$ cat config.mk
export PLATFORM = sky130hd
export DESIGN_NAME = atc_rmul
export DESIGN_NICKNAME = d
export VERILOG_FILES = /design/src/hdl/atc_pkg.sv /design/src/hdl/atc_rmul.sv
export SDC_FILE = /design/constraint.sdc
export NUM_CORES = 2
export LEC_CHECK = 0
export BUFFER_PORTS_ARGS = -buffer_cell sky130_fd_sc_hd__buf_2
export CAP_MARGIN = 10
export CORE_ASPECT_RATIO = 0.5
export CORE_MARGIN = 5
export CORE_UTILIZATION = 30
export CTS_BUF_LIST = sky130_fd_sc_hd__clkbuf_8 sky130_fd_sc_hd__clkbuf_16
export DETAILED_ROUTE_END_ITERATION = 6
export HOLD_SLACK_MARGIN = 0.12
export PLACE_DENSITY_LB_ADDON = 0.05
export SYNTH_ARGS = -nofsm -noshare
export SYNTH_HDL_FRONTEND = slang
export SYNTH_SLANG_ARGS = --single-unit
$ cat constraint.sdc
create_clock -name clk -period 11.1 [get_ports clk]
set_clock_uncertainty 0.1 [all_clocks]
set_input_delay 1.11 -clock clk [delete_from_list [all_inputs] [get_ports clk]]
set_output_delay 1.11 -clock clk [all_outputs]
set_load 0.005 [all_outputs]
$ cat src/hdl/atc_pkg.sv
`default_nettype none
package atc_pkg;

    // fixed-point format
    localparam int FRAC_BITS = 16;
    localparam int DATA_W    = 32;
    localparam int FUNC_W    = 2;

    // operation codes
    localparam logic [FUNC_W-1:0] FUNC_ROTATE    = 2'd0;
    localparam logic [FUNC_W-1:0] FUNC_SCALE     = 2'd1;
    localparam logic [FUNC_W-1:0] FUNC_TRANSLATE = 2'd2;

    // multiplier operands, product and accumulator widths
    localparam int OP_W   = DATA_W + 1;
    localparam int PROD_W = 2 * OP_W;
    localparam int ACC_W  = PROD_W + 1 - FRAC_BITS;

    // angle handling
    localparam int ANG_FRAC     = 24;
    localparam int CORDIC_STEPS = 24;
    localparam int XY_W         = 33;
    localparam int Z_W          = 34;
    localparam int RED_W        = 34;
    localparam int CNT_W        = 5;

    localparam longint CORDIC_GAIN = 64'd652032874;
    localparam longint FULL_DEG    = 64'd360 << FRAC_BITS;
    localparam longint QUARTER_DEG = 64'd90 << ANG_FRAC;
    localparam longint HALF_RANGE  = 64'd1 << (DATA_W - 1);
    localparam longint WRAP_OFS    = HALF_RANGE % FULL_DEG;
    localparam longint ONE_FIX     = 64'd1 << FRAC_BITS;

    // number of restoring steps to bring an offset 32-bit angle below one turn
    function automatic int red_steps();
        int n;
        n = 1;
        for (int i = 0; i < 40; i++) begin
            if ((FULL_DEG << n) <= 64'hFFFF_FFFF) begin
                n = n + 1;
            end
        end
        return n;
    endfunction

    localparam int RED_STEPS = red_steps();

    // arctangent of 2^-i in degrees, Q24
    function automatic logic [Z_W-1:0] atan_deg(input logic [CNT_W-1:0] idx);
        logic [Z_W-1:0] v;
        case (idx)
            5'd0:    v = Z_W'(754974720);
            5'd1:    v = Z_W'(445687602);
            5'd2:    v = Z_W'(235489088);
            5'd3:    v = Z_W'(119537938);
            5'd4:    v = Z_W'(60000934);
            5'd5:    v = Z_W'(30029717);
            5'd6:    v = Z_W'(15018523);
            5'd7:    v = Z_W'(7509720);
            5'd8:    v = Z_W'(3754917);
            5'd9:    v = Z_W'(1877466);
            5'd10:   v = Z_W'(938734);
            5'd11:   v = Z_W'(469367);
            5'd12:   v = Z_W'(234684);
            5'd13:   v = Z_W'(117342);
            5'd14:   v = Z_W'(58671);
            5'd15:   v = Z_W'(29335);
            5'd16:   v = Z_W'(14668);
            5'd17:   v = Z_W'(7334);
            5'd18:   v = Z_W'(3667);
            5'd19:   v = Z_W'(1833);
            5'd20:   v = Z_W'(917);
            5'd21:   v = Z_W'(458);
            5'd22:   v = Z_W'(229);
            5'd23:   v = Z_W'(115);
            default: v = '0;
        endcase
        return v;
    endfunction

endpackage
`default_nettype wire

$ cat src/hdl/atc_rmul.sv
`default_nettype none
module atc_rmul (
    input  wire logic                              clk,
    input  wire logic signed [atc_pkg::OP_W-1:0]   a,
    input  wire logic signed [atc_pkg::OP_W-1:0]   b,
    output logic signed [atc_pkg::ACC_W-1:0]       rnd
);

    logic signed [atc_pkg::PROD_W-1:0] prod_reg;
    logic signed [atc_pkg::PROD_W-1:0] sum;
    logic signed [atc_pkg::PROD_W-1:0] shifted;

    // registered full-width product
    always_ff @(posedge clk)
    begin
        prod_reg <= atc_pkg::PROD_W'(a) * atc_pkg::PROD_W'(b);
    end

    // round half up to the fixed-point grid
    always_comb
    begin
        sum     = prod_reg + (atc_pkg::PROD_W'(1) <<< (atc_pkg::FRAC_BITS - 1));
        shifted = sum >>> atc_pkg::FRAC_BITS;
        rnd     = shifted[atc_pkg::ACC_W-1:0];
    end

endmodule
`default_nettype wire

==> flow_metrics.py <==
metrics = {
    "status": {
        "outcome": "complete, no violations",
    },
    "synth": {
        "synthArstFlopShare": 0,
        "netlist_instances": 4344,
        "synth_fp_nets": 5768,
        "syn_area_per_cell_sq_um": 9.302,
        "ys_seq_area_frac": 0.02527,
        "synth_ff_type": "dfxtp_1",
        "synth_edf_count": 0,
        "yosysUniqueCellTypes": 64,
        "netlist_area_sq_mm": 0.04041,
        "synth_seq_cells": 51,
        "yosys_warnings": 0,
    },
    "clock_network": {
        "numCtsBuffers": 5,
        "cts_tree": "built",
        "cts_root_buf": "clkbuf_16",
        "cts.hold.buffers_added": 0,
        "cts_buffer_depth": 2,
        "htree_levels": 2,
        "post_cts_buffers": 0,
        "cts.repair.resized": 0,
        "path_clk_slew_ps": 80,
        "cts.sinks": 51,
    },
    "route": {
        "postRouteAntennaNets": 0,
        "totalWireLength_mm": 133.5,
        "viasPerCell": 4.551,
        "dr.max_layer_used": "met5",
        "vias": 27782,
        "drc": 0,
        "wire_per_inst_um": 21.88,
        "firstDrtPassIters": 5,
        "first_iter_violations": 1306,
        "wl_met1_mm": 55.55,
        "dr_wl_met3_mm": 3.683,
        "met2_length_mm": 71.99,
    },
    "layout": {
        "nFillCells": 14182,
        "regArea_sq_mm": 0.001021,
        "area_growth_pct": 6.308,
        "multi_input_area_sq_mm": 0.03429,
        "drive_gt1_frac": 0.04507,
        "layout.nets": 5727,
        "largest_reg_flops": 51,
    },
    "critical_path": {
        "endpoint_kind": "flip-flop",
        "startpoint_type": "primary input",
        "worstSetupPathType": "in2reg",
        "critical_path.top_delay_family": "adder cells",
        "crit_path_top_delay_cell": "o31ai_1",
        "cp_num_cells": 26,
        "path_buf_inv": 7,
        "cp_max_fo": 24,
        "path_common_cell": "fa_1",
        "cp.required_ps": 11210,
        "slowest_delay_ps": 740,
        "arrival_ps": 9580,
    },
    "floorplan": {
        "die-area_sq_mm": 0.1426,
        "dieWidth_um": 529.0,
        "placeableCoreArea_sq_mm": 0.1341,
        "io_pins": 118,
        "std_cell_rows": 95,
        "fp.dieH_um": 269.5,
        "initial_core_util": 0.3014,
    },
    "placed_design": {
        "portBuffers": 117,
        "post-place-ws_ps": 1308,
        "gp_congestion": 0.7954,
        "dpl.hpwl_mm": 108.9,
    },
    "grt": {
        "antenna_found_initial": 9,
        "grt_pass1_wl_mm": 207.7,
        "grt_usage": 0.1948,
        "grt_overflow": 0,
        "grt_pass1_vias": 32436,
        "grt_max_degree": 34,
    },
    "timing": {
        "layout_setup_ws_ps": 1629,
        "period_needed_ps": 9471,
        "slew_viol_final": 0,
        "worst_pin_slew_ps": 1091,
        "rsz0062_at_grt": "no",
        "setup_viol": 0,
        "fin_crit_sh": 0.8532,
        "hold_viol": 0,
        "timing.setup.tns_ps": 0,
        "maxSlewHeadroom": 0.2721,
        "max_freq_mhz": 105.6,
    },
    "hold_path": {
        "hold_depth": 2,
        "worst_hold_path_type": "reg2out",
    },
    "flow_run": {
        "drv_cap": 0,
    },
}
Yosys cell counts, drive strengths merged, types with 4 or more instances:
cell type | n | area [sq um]
a21o | 36 | 270.3
and4 | 4 | 35.03
dfxtp | 51 | 1021
nor2b | 4 | 25.02
xor2 | 37 | 324.1
ha | 213 | 2665
buf | 5 | 31.28
xnor2 | 78 | 683.2
nor2 | 62 | 232.7
and3 | 15 | 93.84
nand4 | 25 | 156.4
and2 | 543 | 3397
nand2b | 8 | 50.05
nand2 | 562 | 2110
a21oi | 52 | 264.0
o21bai | 11 | 82.58
o41ai | 4 | 57.56
clkbuf | 210 | 788.3
nand3 | 27 | 135.1
o21a | 7 | 52.55
o21ai | 35 | 182.7
inv | 1138 | 4272
a211oi | 5 | 42.54
nor3 | 16 | 80.08
o211ai | 4 | 30.03
fa | 1144 | 22900
area by class of cell:
cell class                      count  share of cell area
Clock inverter                      3           0.0005243
Timing Repair Buffer              167             0.02237
Clock buffer                        5            0.002913
Sequential cell                    51             0.02377
Multi-Input combinational cell   2940              0.7984
Inverter                         1138             0.09944
Tap cell                         1794             0.05226
Antenna cell                        6           0.0003495
routing by layer:
layer,track usage,vias to the layer above
li1,-,12250
met1,0.2435,15037
met2,0.3700,405
met3,0.01828,88
met4,0.02859,2
met5,0,-
through the flow:
stage,utilization,cell area (sq um),hold WS [ps],std cells
after global routing,0.3203,42940,1924,6098
after floorplan,-,40410,1390,4344
after detailed placement,0.3192,42790,1514,6090
final,0.3204,42950,1867,6104
after CTS,0.3203,42940,1885,6098
after global placement,0.3192,42790,1516,6090
worst min-delay path, delay by kind of cell, from the launching register on:
| family | cells | cell delay (ps) |
|---|---|---|
| DFF | 1 | 340 |
| buffers and inverters | 1 | 120 |
| xor gates and xnor gates | 1 | 80 |
cells in the final DEF (no fill, tap or decap), types with 3 or more instances in the layout:
cell type	count
nand4_1	25
nor2b_1	4
o21bai_1	11
a21oi_1	51
o21a_1	7
buf_2	117
dfxtp_1	51
or2_2	3
ha_1	213
nand2b_1	8
o41ai_2	3
fa_1	1144
o21ai_0	33
a21o_1	36
nand2_1	562
and3_1	15
inv_1	1137
and4_1	4
o31ai_1	3
o211ai_1	4
a211o_1	3
a31oi_1	3
nand3_1	27
nor2_1	62
clkbuf_16	5
xor2_1	37
and2_1	543
diode_2	6
or3_1	3
a211oi_1	4
buf_4	50
nor3_1	16
xnor2_1	78
worst paths after layout:
kind	from	endpoint
worst min-delay path	prod_reg[45]	rnd[29]
worst max-delay path	b[6]	prod_reg[61]
kinds of logic (layout without fill, tap and decap cells):
kind of cell / after synthesis / after routing / synth area share
AO/OA/AOI/OAI: 187 / 187 / 0.03177
XOR/XNOR: 115 / 115 / 0.02493
adder cells (fa/ha/maj): 1357 / 1357 / 0.6327
buffers and inverters: 1353 / 1313 / 0.1260
flip-flops: 51 / 51 / 0.02527
other: 0 / 6 / 0
AND/OR/NAND/NOR: 1281 / 1281 / 0.1593
Power is not shown: default switching activity piles up to over one toggle a cycle in this logic, so the estimate is an artifact.
